File: config.mk
export PLATFORM = sky130hd
export DESIGN_NAME = link_test_beacon_sweeper_logger_top
export DESIGN_NICKNAME = d
export VERILOG_FILES = /design/src/rtl/core/ltbsl_pkg.sv /design/src/rtl/core/link_test_beacon_sweeper_logger_top.sv /design/src/rtl/core/ltbsl_ctrl.sv /design/src/rtl/core/ltbsl_dp.sv
export SDC_FILE = /design/constraint.sdc
export NUM_CORES = 1
export LEC_CHECK = 0
export ABC_AREA = 1
export BUFFER_PORTS_ARGS = -buffer_cell sky130_fd_sc_hd__buf_2
export CORE_ASPECT_RATIO = 1.4
export CORE_MARGIN = 8
export CORE_UTILIZATION = 45
export CTS_CLUSTER_DIAMETER = 50
export DETAILED_ROUTE_END_ITERATION = 16
export GPL_TIMING_DRIVEN = 1
export SYNTH_ARGS = -nofsm -noshare
export SYNTH_HDL_FRONTEND = slang
export SYNTH_SLANG_ARGS = --single-unit
File: constraint.sdc
create_clock -name clk -period 3.5 [get_ports clk]
set_input_delay 0 -clock clk [delete_from_list [all_inputs] [get_ports clk]]
set_output_delay 0 -clock clk [all_outputs]
set_load 0.02 [all_outputs]
File: src/rtl/core/ltbsl_pkg.sv
// ----------------------------------------------------------------------------
// ltbsl_pkg
// Shared types and constants of the link test beacon sweeper and logger:
// opcodes, result kinds, modes, power table and controller/datapath bundles.
// ----------------------------------------------------------------------------
package ltbsl_pkg;

	// field widths fixed by the interface
	localparam int ADDR_W = 16;
	localparam int BYTE_W = 8;
	localparam int LINE_W = 11;
	localparam int LVL_W  = 5;
	localparam int POS_W  = 5;
	localparam int CFG_IDX_W = 2;

	// configuration register indexes
	localparam logic [CFG_IDX_W-1:0] CFG_LOCAL_ADDRESS     = 2'd0;
	localparam logic [CFG_IDX_W-1:0] CFG_PACKETS_PER_LEVEL = 2'd1;

	// reset values
	localparam logic [BYTE_W-1:0] PPL_RESET   = 8'd20;
	localparam logic [POS_W-1:0]  POS_RESET   = 5'h1f;
	localparam logic [LINE_W-1:0] LINE_FIRST  = 11'd1;
	localparam logic [BYTE_W-1:0] DELIM_BYTE  = 8'hfe;
	localparam logic [BYTE_W-1:0] ERASE_BYTE  = 8'hff;

	// radio power setting for each level
	localparam logic [BYTE_W-1:0] POWER_TABLE [16] = '{
		8'd79, 8'd77, 8'd75, 8'd74, 8'd73, 8'd72, 8'd71, 8'd70,
		8'd69, 8'd68, 8'd67, 8'd66, 8'd65, 8'd63, 8'd61, 8'd59
	};

	typedef enum logic [2:0] {
		OP_TICK      = 3'd0,
		OP_SEND_DONE = 3'd1,
		OP_RECEIVED  = 3'd2,
		OP_LOG_DONE  = 3'd3,
		OP_START     = 3'd4,
		OP_FLUSH     = 3'd5
	} opcode_t;

	typedef enum logic [1:0] {
		KIND_SEND  = 2'd0,
		KIND_POWER = 2'd1,
		KIND_LOG   = 2'd2
	} kind_t;

	// operating mode, one-hot
	typedef enum logic [2:0] {
		MODE_IDLE   = 3'b001,
		MODE_BEACON = 3'b010,
		MODE_FLUSH  = 3'b100
	} mode_t;

	// what the item in hand produces
	typedef enum logic [1:0] {
		RES_NONE = 2'd0,
		RES_ONE  = 2'd1,
		RES_LINE = 2'd2
	} res_t;

	// controller to datapath
	typedef struct packed {
		logic       capture;
		logic       commit;
		logic       load_single;
		logic       load_byte;
		logic [3:0] byte_idx;
		logic       byte_last;
	} cmd_t;

	// datapath to controller
	typedef struct packed {
		res_t res;
	} status_t;

endpackage

File: src/rtl/core/link_test_beacon_sweeper_logger_top.sv
// ----------------------------------------------------------------------------
// link_test_beacon_sweeper_logger_top
// Event controller of a radio link test node: beacon power sweep and logging
// of received beacons into 16-byte log lines.
// ----------------------------------------------------------------------------
// Usage:
//   Input channel (in_valid/in_ready) carries one event word: tick, send done,
//   beacon received, log write done, start or flush, with its fields.
//   Output channel (out_valid/out_ready) carries result words: a send beacon
//   request, a power setting, or one byte of a log line; last marks the final
//   word caused by an event.
//   Config channel (cfg_valid/cfg_ready, always ready) writes local_address
//   (index 0) or packets_per_level (index 1); other indexes are ignored.
//   Write configuration only while no event is in progress.
// Timing:
//   An event is captured when taken and committed once the output register
//   is free; a single result is loaded into the output register at the
//   commit, and the next event is taken only after that.
//   A log line streams sixteen bytes, one per cycle unless the receiver
//   stalls, from the log ring flops; no new event is taken until the last
//   byte of the line is loaded.
//   A stalled receiver holds the output register and the sequencer waits.
// Reset:
//   Idle mode, counters cleared, line counter 1, packets_per_level 20; log
//   ring contents are undefined until written.
// ----------------------------------------------------------------------------
module link_test_beacon_sweeper_logger_top #(
	parameter int LINE_LIMIT  = 2047,
	parameter int LEVEL_COUNT = 16
) (
	input  logic        clk,
	input  logic        arst_n,
	input  logic        cfg_valid,
	output logic        cfg_ready,
	input  logic [1:0]  cfg_index,
	input  logic [15:0] cfg_data,
	input  logic        in_valid,
	output logic        in_ready,
	input  logic [2:0]  opcode,
	input  logic        send_accepted,
	input  logic        own_message,
	input  logic [15:0] msg_src,
	input  logic [7:0]  msg_seq,
	input  logic [7:0]  msg_power,
	input  logic        write_success,
	output logic        out_valid,
	input  logic        out_ready,
	output logic [1:0]  kind,
	output logic [15:0] beacon_src,
	output logic [7:0]  beacon_seq,
	output logic [7:0]  power_level,
	output logic [10:0] line_number,
	output logic [7:0]  line_byte,
	output logic        last
);

	ltbsl_pkg::cmd_t    cmd;
	ltbsl_pkg::status_t status;

	// registers accept a write every cycle
	assign cfg_ready = 1'b1;

	ltbsl_ctrl u_ctrl (
		.clk       (clk),
		.arst_n    (arst_n),
		.in_valid  (in_valid),
		.in_ready  (in_ready),
		.out_valid (out_valid),
		.out_ready (out_ready),
		.status    (status),
		.cmd       (cmd)
	);

	ltbsl_dp #(
		.LINE_LIMIT  (LINE_LIMIT),
		.LEVEL_COUNT (LEVEL_COUNT)
	) u_dp (
		.clk           (clk),
		.arst_n        (arst_n),
		.cfg_valid     (cfg_valid),
		.cfg_index     (cfg_index),
		.cfg_data      (cfg_data),
		.opcode        (opcode),
		.send_accepted (send_accepted),
		.own_message   (own_message),
		.msg_src       (msg_src),
		.msg_seq       (msg_seq),
		.msg_power     (msg_power),
		.write_success (write_success),
		.cmd           (cmd),
		.status        (status),
		.kind          (kind),
		.beacon_src    (beacon_src),
		.beacon_seq    (beacon_seq),
		.power_level   (power_level),
		.line_number   (line_number),
		.line_byte     (line_byte),
		.last          (last)
	);

endmodule

File: src/rtl/core/ltbsl_ctrl.sv
// ----------------------------------------------------------------------------
// ltbsl_ctrl
// Sequencer: takes one word at a time, has the datapath commit it and, for a
// log line, streams it byte by byte into the output register.
// ----------------------------------------------------------------------------
module ltbsl_ctrl (
	input  logic                clk,
	input  logic                arst_n,
	input  logic                in_valid,
	output logic                in_ready,
	output logic                out_valid,
	input  logic                out_ready,
	input  ltbsl_pkg::status_t  status,
	output ltbsl_pkg::cmd_t     cmd
);

	typedef enum logic [2:0] {
		S_IDLE = 3'b001,
		S_EVAL = 3'b010,
		S_EMIT = 3'b100
	} state_t;

	state_t     state_q, state_d;
	logic [3:0] byte_idx_q;
	logic       out_valid_q;
	logic       slot_free;

	// output register can take a word this cycle
	assign slot_free = !out_valid_q || out_ready;
	assign out_valid = out_valid_q;

	// next state and commands
	always_comb begin
		state_d  = state_q;
		cmd      = '0;
		in_ready = 1'b0;
		case (state_q)
			S_IDLE: begin
				in_ready = 1'b1;
				if (in_valid) begin
					cmd.capture = 1'b1;
					state_d     = S_EVAL;
				end
			end
			S_EVAL: begin
				if (slot_free) begin
					cmd.commit = 1'b1;
					case (status.res)
						ltbsl_pkg::RES_ONE: begin
							cmd.load_single = 1'b1;
							state_d         = S_IDLE;
						end
						ltbsl_pkg::RES_LINE: state_d = S_EMIT;
						default:             state_d = S_IDLE;
					endcase
				end
			end
			S_EMIT: begin
				if (slot_free) begin
					cmd.load_byte = 1'b1;
					cmd.byte_idx  = byte_idx_q;
					cmd.byte_last = (byte_idx_q == 4'hf);
					if (byte_idx_q == 4'hf) begin
						state_d = S_IDLE;
					end
				end
			end
			default: state_d = S_IDLE;
		endcase
	end

	// state, byte counter and output valid
	always_ff @(posedge clk or negedge arst_n) begin
		if (!arst_n) begin
			state_q     <= S_IDLE;
			byte_idx_q  <= '0;
			out_valid_q <= 1'b0;
		end else begin
			state_q <= state_d;
			if (cmd.commit) begin
				byte_idx_q <= '0;
			end else if (cmd.load_byte) begin
				byte_idx_q <= byte_idx_q + 4'd1;
			end
			if (cmd.load_single || cmd.load_byte) begin
				out_valid_q <= 1'b1;
			end else if (out_ready) begin
				out_valid_q <= 1'b0;
			end
		end
	end

	// a waiting word is never overwritten
	a_no_overwrite: assert property (@(posedge clk) disable iff (!arst_n)
		(out_valid_q && !out_ready) |-> !(cmd.load_single || cmd.load_byte))
		else $error("output word overwritten while stalled");

	// a line always starts at its first byte
	a_line_start: assert property (@(posedge clk) disable iff (!arst_n)
		(state_q == S_EVAL && cmd.commit && status.res == ltbsl_pkg::RES_LINE)
		|=> (state_q == S_EMIT && byte_idx_q == 4'd0))
		else $error("log line did not start at byte zero");

	// streaming ends only after the closing byte went out
	a_line_end: assert property (@(posedge clk) disable iff (!arst_n)
		$fell(state_q == S_EMIT) |-> $past(cmd.load_byte && cmd.byte_last))
		else $error("log line cut short");

endmodule

File: src/rtl/core/ltbsl_dp.sv
// ----------------------------------------------------------------------------
// ltbsl_dp
// Datapath: configuration, beaconing and logging state, the 32-byte log ring
// and the output register.
// ----------------------------------------------------------------------------
module ltbsl_dp #(
	parameter int LINE_LIMIT  = 2047,
	parameter int LEVEL_COUNT = 16
) (
	input  logic                 clk,
	input  logic                 arst_n,
	input  logic                 cfg_valid,
	input  logic [1:0]           cfg_index,
	input  logic [15:0]          cfg_data,
	input  logic [2:0]           opcode,
	input  logic                 send_accepted,
	input  logic                 own_message,
	input  logic [15:0]          msg_src,
	input  logic [7:0]           msg_seq,
	input  logic [7:0]           msg_power,
	input  logic                 write_success,
	input  ltbsl_pkg::cmd_t      cmd,
	output ltbsl_pkg::status_t   status,
	output logic [1:0]           kind,
	output logic [15:0]          beacon_src,
	output logic [7:0]           beacon_seq,
	output logic [7:0]           power_level,
	output logic [10:0]          line_number,
	output logic [7:0]           line_byte,
	output logic                 last
);

	localparam logic [15:0] LIMIT_V = 16'(LINE_LIMIT);
	localparam logic [4:0]  LEVEL_V = 5'(LEVEL_COUNT);

	// captured word
	logic [2:0]  op_q;
	logic        accepted_q;
	logic        own_q;
	logic [15:0] src_q;
	logic [7:0]  seq_q;
	logic [7:0]  pwr_q;
	logic        ok_q;

	// configuration
	logic [15:0] local_addr_q;
	logic [7:0]  ppl_q;

	// control state
	ltbsl_pkg::mode_t mode_q, mode_d;
	logic        send_busy_q, send_busy_d;
	logic [7:0]  next_seq_q, next_seq_d;
	logic [4:0]  level_q, level_d;
	logic [7:0]  sent_q, sent_d;
	logic [4:0]  wp_q, wp_d;
	logic        half_q, half_d;
	logic [10:0] line_q, line_d;
	logic        log_busy_q, log_busy_d;
	logic [15:0] last_src_q, last_src_d;

	// log ring and line being streamed
	logic [7:0]  ring_q [32];
	logic [10:0] emit_line_q, emit_line_d;
	logic        emit_base_q, emit_base_d;

	// single result and ring writes of the item
	ltbsl_pkg::res_t res;
	logic [1:0]  one_kind;
	logic [15:0] one_src;
	logic [7:0]  one_seq;
	logic [7:0]  one_pwr;
	logic [2:0]  push_n;
	logic [7:0]  push_byte [6];
	logic        erase_ring;

	logic [7:0]  sent_inc;
	logic [4:0]  level_inc;
	logic [10:0] line_inc;

	// output register
	logic [1:0]  kind_q;
	logic [15:0] beacon_src_q;
	logic [7:0]  beacon_seq_q;
	logic [7:0]  power_level_q;
	logic [10:0] line_number_q;
	logic [7:0]  line_byte_q;
	logic        last_q;

	assign sent_inc  = sent_q + 8'd1;
	assign level_inc = level_q + 5'd1;
	assign line_inc  = line_q + 11'd1;

	// item capture
	always_ff @(posedge clk) begin
		if (cmd.capture) begin
			op_q       <= opcode;
			accepted_q <= send_accepted;
			own_q      <= own_message;
			src_q      <= msg_src;
			seq_q      <= msg_seq;
			pwr_q      <= msg_power;
			ok_q       <= write_success;
		end
	end

	// effect of the captured word
	always_comb begin
		mode_d      = mode_q;
		send_busy_d = send_busy_q;
		next_seq_d  = next_seq_q;
		level_d     = level_q;
		sent_d      = sent_q;
		wp_d        = wp_q;
		half_d      = half_q;
		line_d      = line_q;
		log_busy_d  = log_busy_q;
		last_src_d  = last_src_q;
		emit_line_d = line_q;
		emit_base_d = 1'b0;
		res         = ltbsl_pkg::RES_NONE;
		one_kind    = ltbsl_pkg::KIND_SEND;
		one_src     = '0;
		one_seq     = '0;
		one_pwr     = '0;
		push_n      = 3'd0;
		erase_ring  = 1'b0;
		for (int k = 0; k < 6; k++) begin
			push_byte[k] = '0;
		end
		case (op_q)
			ltbsl_pkg::OP_TICK: begin
				if (mode_q == ltbsl_pkg::MODE_BEACON && !send_busy_q) begin
					res     = ltbsl_pkg::RES_ONE;
					one_src = local_addr_q;
					one_seq = next_seq_q;
					one_pwr = ltbsl_pkg::POWER_TABLE[level_q[3:0]];
					if (accepted_q) begin
						send_busy_d = 1'b1;
						next_seq_d  = next_seq_q + 8'd1;
					end
				end
			end
			ltbsl_pkg::OP_SEND_DONE: begin
				if (own_q) begin
					send_busy_d = 1'b0;
					sent_d      = sent_inc;
					if (sent_inc == ppl_q && level_q < LEVEL_V) begin
						level_d = level_inc;
						if (level_inc >= LEVEL_V) begin
							mode_d = ltbsl_pkg::MODE_IDLE;
						end else begin
							sent_d   = '0;
							res      = ltbsl_pkg::RES_ONE;
							one_kind = ltbsl_pkg::KIND_POWER;
							one_pwr  = ltbsl_pkg::POWER_TABLE[level_inc[3:0]];
						end
					end
				end
			end
			ltbsl_pkg::OP_RECEIVED: begin
				if (last_src_q != src_q) begin
					last_src_d   = src_q;
					push_n       = 3'd6;
					push_byte[0] = ltbsl_pkg::DELIM_BYTE;
					push_byte[1] = ltbsl_pkg::DELIM_BYTE;
					push_byte[2] = src_q[15:8];
					push_byte[3] = src_q[7:0];
					push_byte[4] = seq_q;
					push_byte[5] = pwr_q;
					wp_d         = wp_q + 5'd6;
				end else begin
					push_n       = 3'd2;
					push_byte[0] = seq_q;
					push_byte[1] = pwr_q;
					wp_d         = wp_q + 5'd2;
				end
				// a half of the ring just filled
				if (wp_d[4] != half_q && !log_busy_q && 16'(line_q) < LIMIT_V) begin
					res         = ltbsl_pkg::RES_LINE;
					emit_line_d = line_q;
					emit_base_d = half_q;
					line_d      = line_inc;
					log_busy_d  = 1'b1;
				end
			end
			ltbsl_pkg::OP_LOG_DONE: begin
				if (ok_q) begin
					log_busy_d = 1'b0;
					if (mode_q == ltbsl_pkg::MODE_FLUSH) begin
						if (16'(line_inc) == LIMIT_V) begin
							line_d = ltbsl_pkg::LINE_FIRST;
							mode_d = ltbsl_pkg::MODE_IDLE;
						end else begin
							line_d      = line_inc;
							res         = ltbsl_pkg::RES_LINE;
							emit_line_d = line_inc;
							log_busy_d  = 1'b1;
						end
					end else begin
						half_d = wp_q[4];
					end
				end
			end
			ltbsl_pkg::OP_START: begin
				if (src_q == local_addr_q) begin
					mode_d     = ltbsl_pkg::MODE_BEACON;
					sent_d     = '0;
					level_d    = '0;
					next_seq_d = '0;
					res        = ltbsl_pkg::RES_ONE;
					one_kind   = ltbsl_pkg::KIND_POWER;
					one_pwr    = ltbsl_pkg::POWER_TABLE[0];
				end
			end
			ltbsl_pkg::OP_FLUSH: begin
				mode_d     = ltbsl_pkg::MODE_FLUSH;
				line_d     = ltbsl_pkg::LINE_FIRST;
				erase_ring = 1'b1;
				if (!log_busy_q) begin
					res         = ltbsl_pkg::RES_LINE;
					emit_line_d = ltbsl_pkg::LINE_FIRST;
					log_busy_d  = 1'b1;
				end
			end
			default: res = ltbsl_pkg::RES_NONE;
		endcase
	end

	assign status.res = res;

	// configuration registers and control state
	always_ff @(posedge clk or negedge arst_n) begin
		if (!arst_n) begin
			local_addr_q <= '0;
			ppl_q        <= ltbsl_pkg::PPL_RESET;
			mode_q       <= ltbsl_pkg::MODE_IDLE;
			send_busy_q  <= 1'b0;
			next_seq_q   <= '0;
			level_q      <= '0;
			sent_q       <= '0;
			wp_q         <= ltbsl_pkg::POS_RESET;
			half_q       <= 1'b0;
			line_q       <= ltbsl_pkg::LINE_FIRST;
			log_busy_q   <= 1'b0;
			last_src_q   <= '0;
		end else begin
			if (cfg_valid && cfg_index == ltbsl_pkg::CFG_LOCAL_ADDRESS) begin
				local_addr_q <= cfg_data;
			end
			if (cfg_valid && cfg_index == ltbsl_pkg::CFG_PACKETS_PER_LEVEL) begin
				ppl_q <= cfg_data[7:0];
			end
			if (cmd.commit) begin
				mode_q      <= mode_d;
				send_busy_q <= send_busy_d;
				next_seq_q  <= next_seq_d;
				level_q     <= level_d;
				sent_q      <= sent_d;
				wp_q        <= wp_d;
				half_q      <= half_d;
				line_q      <= line_d;
				log_busy_q  <= log_busy_d;
				last_src_q  <= last_src_d;
			end
		end
	end

	// log ring writes and line setup
	always_ff @(posedge clk) begin
		if (cmd.commit) begin
			emit_line_q <= emit_line_d;
			emit_base_q <= emit_base_d;
			if (erase_ring) begin
				for (int e = 0; e < 16; e++) begin
					ring_q[e] <= ltbsl_pkg::ERASE_BYTE;
				end
			end
			for (int k = 0; k < 6; k++) begin
				if (3'(k) < push_n) begin
					ring_q[wp_q + 5'(k + 1)] <= push_byte[k];
				end
			end
		end
	end

	// output register
	always_ff @(posedge clk) begin
		if (cmd.load_single) begin
			kind_q        <= one_kind;
			beacon_src_q  <= one_src;
			beacon_seq_q  <= one_seq;
			power_level_q <= one_pwr;
			line_number_q <= '0;
			line_byte_q   <= '0;
			last_q        <= 1'b1;
		end else if (cmd.load_byte) begin
			kind_q        <= ltbsl_pkg::KIND_LOG;
			beacon_src_q  <= '0;
			beacon_seq_q  <= '0;
			power_level_q <= '0;
			line_number_q <= emit_line_q;
			line_byte_q   <= ring_q[{emit_base_q, cmd.byte_idx}];
			last_q        <= cmd.byte_last;
		end
	end

	assign kind        = kind_q;
	assign beacon_src  = beacon_src_q;
	assign beacon_seq  = beacon_seq_q;
	assign power_level = power_level_q;
	assign line_number = line_number_q;
	assign line_byte   = line_byte_q;
	assign last        = last_q;

endmodule
==> impl_summary.log <==
[metrics] final setup violation count: 0
[metrics] post-synthesis average cell area: 8.22 sq um
[metrics] cell count after synthesis: 3220
[metrics] peak supply drop: 0.000462 V
[metrics] global routing met1 resource utilization: 33.9%
[metrics] minimum setup slack after placement: 525 ps
[metrics] share of post-route cells with drive strength above 1: 14.7%
[metrics] area used by sequential logic in the layout: 12800 sq um
[metrics] CP arrival: 3560 ps
[metrics] maximum net fanout on the critical path: 26
[metrics] final antenna diode count: 0
[metrics] largest area contributor in the netlist: edfxtp_1
[metrics] max frequency: 313 MHz
[metrics] final hold vios: 0
[metrics] die area: 67000 sq um
[metrics] initial core utilization: 45.3%
[metrics] remaining number of nets flagged by the antenna check after routing: 0
[metrics] antenna violations before repair: 1
[metrics] CTS buffer count: 49
[metrics] kind of launch point of the worst setup path: flop
[metrics] placed cell count: 4007
[metrics] aggregate negative setup slack: 0 ps
[metrics] critical path's most frequent cell: nand2_1
[metrics] die width: 221 um
[metrics] number of buffers added for setup after CTS: 0
[metrics] P_leak: 13.2 nW
[metrics] footprint of the multi-input gates: 11100 sq um
[metrics] min setup slack post-route: 306 ps
[metrics] Final HPWL DP: 70000 um
[metrics] delay of the slowest cell on the worst path: 550 ps
[metrics] routability cong.: 0.972
[metrics] Worst Path Class, Setup: reg2reg
[metrics] later-pin clock latency in the skew report: 620 ps
[metrics] core region area: 58500 sq um
[metrics] initial detailed-routing violation count: 2654
[metrics] Synth top cells by count: nand2_1 (670), inv_1 (359), edfxtp_1 (338)
[metrics] CTS max path bufs: 3
[metrics] slack of the worst reg-to-reg path: 310 ps
[metrics] global-route wire length before repair: 150000 um
[metrics] final critical-path share of the clock period: 91.3%
[metrics] number of synthesis warnings: 0
[metrics] CP Capture Type: flop
[metrics] DR WL/cell: 24.2 um
[metrics] sequential-to-total area share from yosys stat: 48.4%
[metrics] most frequently used flop master after synthesis: edfxtp_1
[metrics] crit path time final: 3190 ps
[metrics] proportion of synthesized flip-flops having asynchronous set or reset: 20.1%
[metrics] Cell Chain, Critical Path: inv_2 > nand2_1 > nand2_1 > nor2_1 > nand2_1 > nor2_2 > nand2_4 > nand2_4 > nor2_1 > inv_1 > buf_4 > o21ai_0
[metrics] ratio of routed vias to standard cells: 5.95
[metrics] final count of pins violating max slew: 0
[metrics] Row Count: 105
[metrics] number of global-route vias before repair: 24154
[metrics] summed instance area of the synthesized netlist: 26500 sq um
[metrics] TritonCTS clock tree: yes
[metrics] maximum capacitance violations: 0
[metrics] number of port buffers: 115
[metrics] Layout Cells excl Fill: 4156
[metrics] CP Data Required Time: 3860 ps
[metrics] clock-pin transition on the worst setup and hold timing paths: 70 ps
[metrics] height of the die: 303 um
[metrics] ports placed on the boundary: 118
[metrics] area share of the largest cell type after synthesis: 38.3%
[metrics] number of unique standard cell types used by synthesis: 57
[metrics] grt total ovfl: 0
[metrics] number of flip-flops and latches in the synthesized netlist: 448
[metrics] count of clock tree sinks: 448
[metrics] remaining routing DRC violations: 0
[metrics] clock tree root driver cell: clkbuf_16
[metrics] Slew HR: 24.4%
[metrics] met3 GRT Util: 5.34%
[metrics] count of vias placed by the detailed router: 24723
[metrics] transition time at the pin with the least slew margin: 1130 ps
[metrics] net total in the final layout: 3446
[metrics] result of the run: completed
[metrics] number of nets in the synthesized netlist: 3300
[metrics] fill count: 5461
[metrics] maximum number of pins on one net before global-route repair: 98
[metrics] clk_skew: 30.1 ps
[metrics] Area growth syn-to-layout: 14.1%
[metrics] wire length after detailed routing: 101000 um
[metrics] cell types with the largest area share after synthesis: edfxtp_1 (38%), nand2_1 (9.5%), dfrtp_1 (7.7%)
[metrics] type of the tightest min-delay check: in2async
[metrics] number of enable-type register cells in the synthesized netlist: 338
[metrics] most frequent cell after synthesis: nand2_1
[metrics] power density of the placed cells: 554 nW/um^2
[metrics] most congested layer reported by global routing: met2
[metrics] number of H-tree levels: 2
[metrics] Global Route met2 Usage: 49.9%
[metrics] unrepaired setup endpoints after global routing: no
[metrics] Slowest cell on crit path: nor2_1
[metrics] drt pass-1 iters: 9
[metrics] total routing usage reported by global routing: 29.4%
-- power breakdown --
| part | internal (W) | total [W] | switching, W |
|---|---|---|---|
| registers | 0.00648 | 0.00699 | 0.000511 |
| logic | 0.00134 | 0.00442 | 0.00309 |
| clock network | 0.00297 | 0.00532 | 0.00235 |
-- final cells by class --
| type | instances | area share, % |
|---|---|---|
| clock inverter | 32 | 0.969 |
| timing repair buffer | 297 | 7.11 |
| multi-input combinational | 2142 | 36.7 |
| sequential | 448 | 42.4 |
| inverter | 428 | 5.33 |
| tap | 749 | 3.10 |
| clock buffer | 60 | 4.40 |
-- flip-flops by register name, indices dropped and copies added (netlist names), 2 cells and up --
name,count
u_dp.ring_q,256
u_dp.beacon_src,16
u_dp.last_src_q,16
u_dp.local_addr_q,16
u_dp.src_q,16
u_dp.emit_line_q,11
u_dp.line_number,11
u_dp.line_q,11
u_dp.beacon_seq,8
u_dp.line_byte,8
u_dp.next_seq_q,8
u_dp.ppl_q,8
u_dp.pwr_q,8
u_dp.sent_q,8
u_dp.seq_q,8
u_dp.power_level,6
u_dp.level_q,5
u_ctrl.byte_idx_q,4
u_dp.wp_q,4
u_ctrl.state_q,3
u_dp.mode_q,3
u_dp.op_q,3
u_dp.kind,2
-- cells in the final DEF, fill, tap and decap left out, types with 33 or more instances in the layout --
| cell type | count |
|---|---|
| o221ai_1 | 36 |
| buf_2 | 114 |
| dlygate4sd3_1 | 57 |
| o21ai_1 | 179 |
| o211ai_1 | 133 |
| a22oi_1 | 34 |
| nor2_1 | 224 |
| clkbuf_16 | 51 |
| inv_2 | 64 |
| nand2_1 | 669 |
| o21ai_0 | 245 |
| buf_4 | 121 |
| a21oi_1 | 113 |
| inv_1 | 359 |
| edfxtp_1 | 338 |
| nand3_1 | 221 |
| o22ai_1 | 45 |
| nand4_1 | 33 |
| dfrtp_1 | 81 |
-- cells by family after synthesis --
group,count (synthesis),share of synthesized area (%)
xor+xnor,21,0.723
fa+ha+maj,19,0.898
mux,1,0.0378
compound gates,818,18.3
flops,448,48.4
simple gates,1281,21.7
buf+inv,630,9.91
other cells,2,0.0284
-- worst max-delay path: cells and delay by family (launching register included) --
family	cells	cell delay, ps
AO/OA/AOI/OAI	1	360
flip-flops	1	440
AND/OR/NAND/NOR	8	1300
buffers and inverters	3	830
-- final timing paths --
kind | from | cells after the start | end
hold reg to reg | u_dp.next_seq_q[5] | 1 | u_dp.next_seq_q[5]
max in group asynchronous | arst_n | 3 | u_dp.wp_q[2]
setup reg to reg | u_dp.src_q[10] | 12 | u_dp.ring_q[2][5]
setup / recovery | u_dp.src_q[10] | 12 | u_dp.ring_q[2][5]
hold / removal | arst_n | 2 | u_dp.line_q[7]
min in group clk | cfg_valid | 3 | u_dp.ppl_q[2]
-- metrics by stage --
step	util (%)	hold slack [ps]	area, sq um	power [W]
3_5_place_dp	47.9	138	28000	0.0114
2_1_floorplan	-	-296	26500	0.00973
6_report	51.7	7.23	30200	0.0167
5_1_grt	51.7	92.7	30200	0.0174
3_3_place_gp	47.9	135	28000	0.0113
4_1_cts	51.7	32.1	30200	0.0167
-- timing repair --
| item | CTS | global route |
|---|---|---|
| hold buffers | 57 | 0 |
| hold endpoints to repair | 125 | 0 |
| gates resized for setup | 0 | 0 |
-- per-layer routing --
layer / wire [um] / part of all wire (%) / vias up
li1: - / - / 11302
met4: 7860 / 7.8 / 0
met5: 0 / 0 / -
met3: 9020 / 9.0 / 383
met1: 36500 / 36 / 11650
met2: 47300 / 47 / 1388
Note: power is estimated with default switching activity, not from simulation.
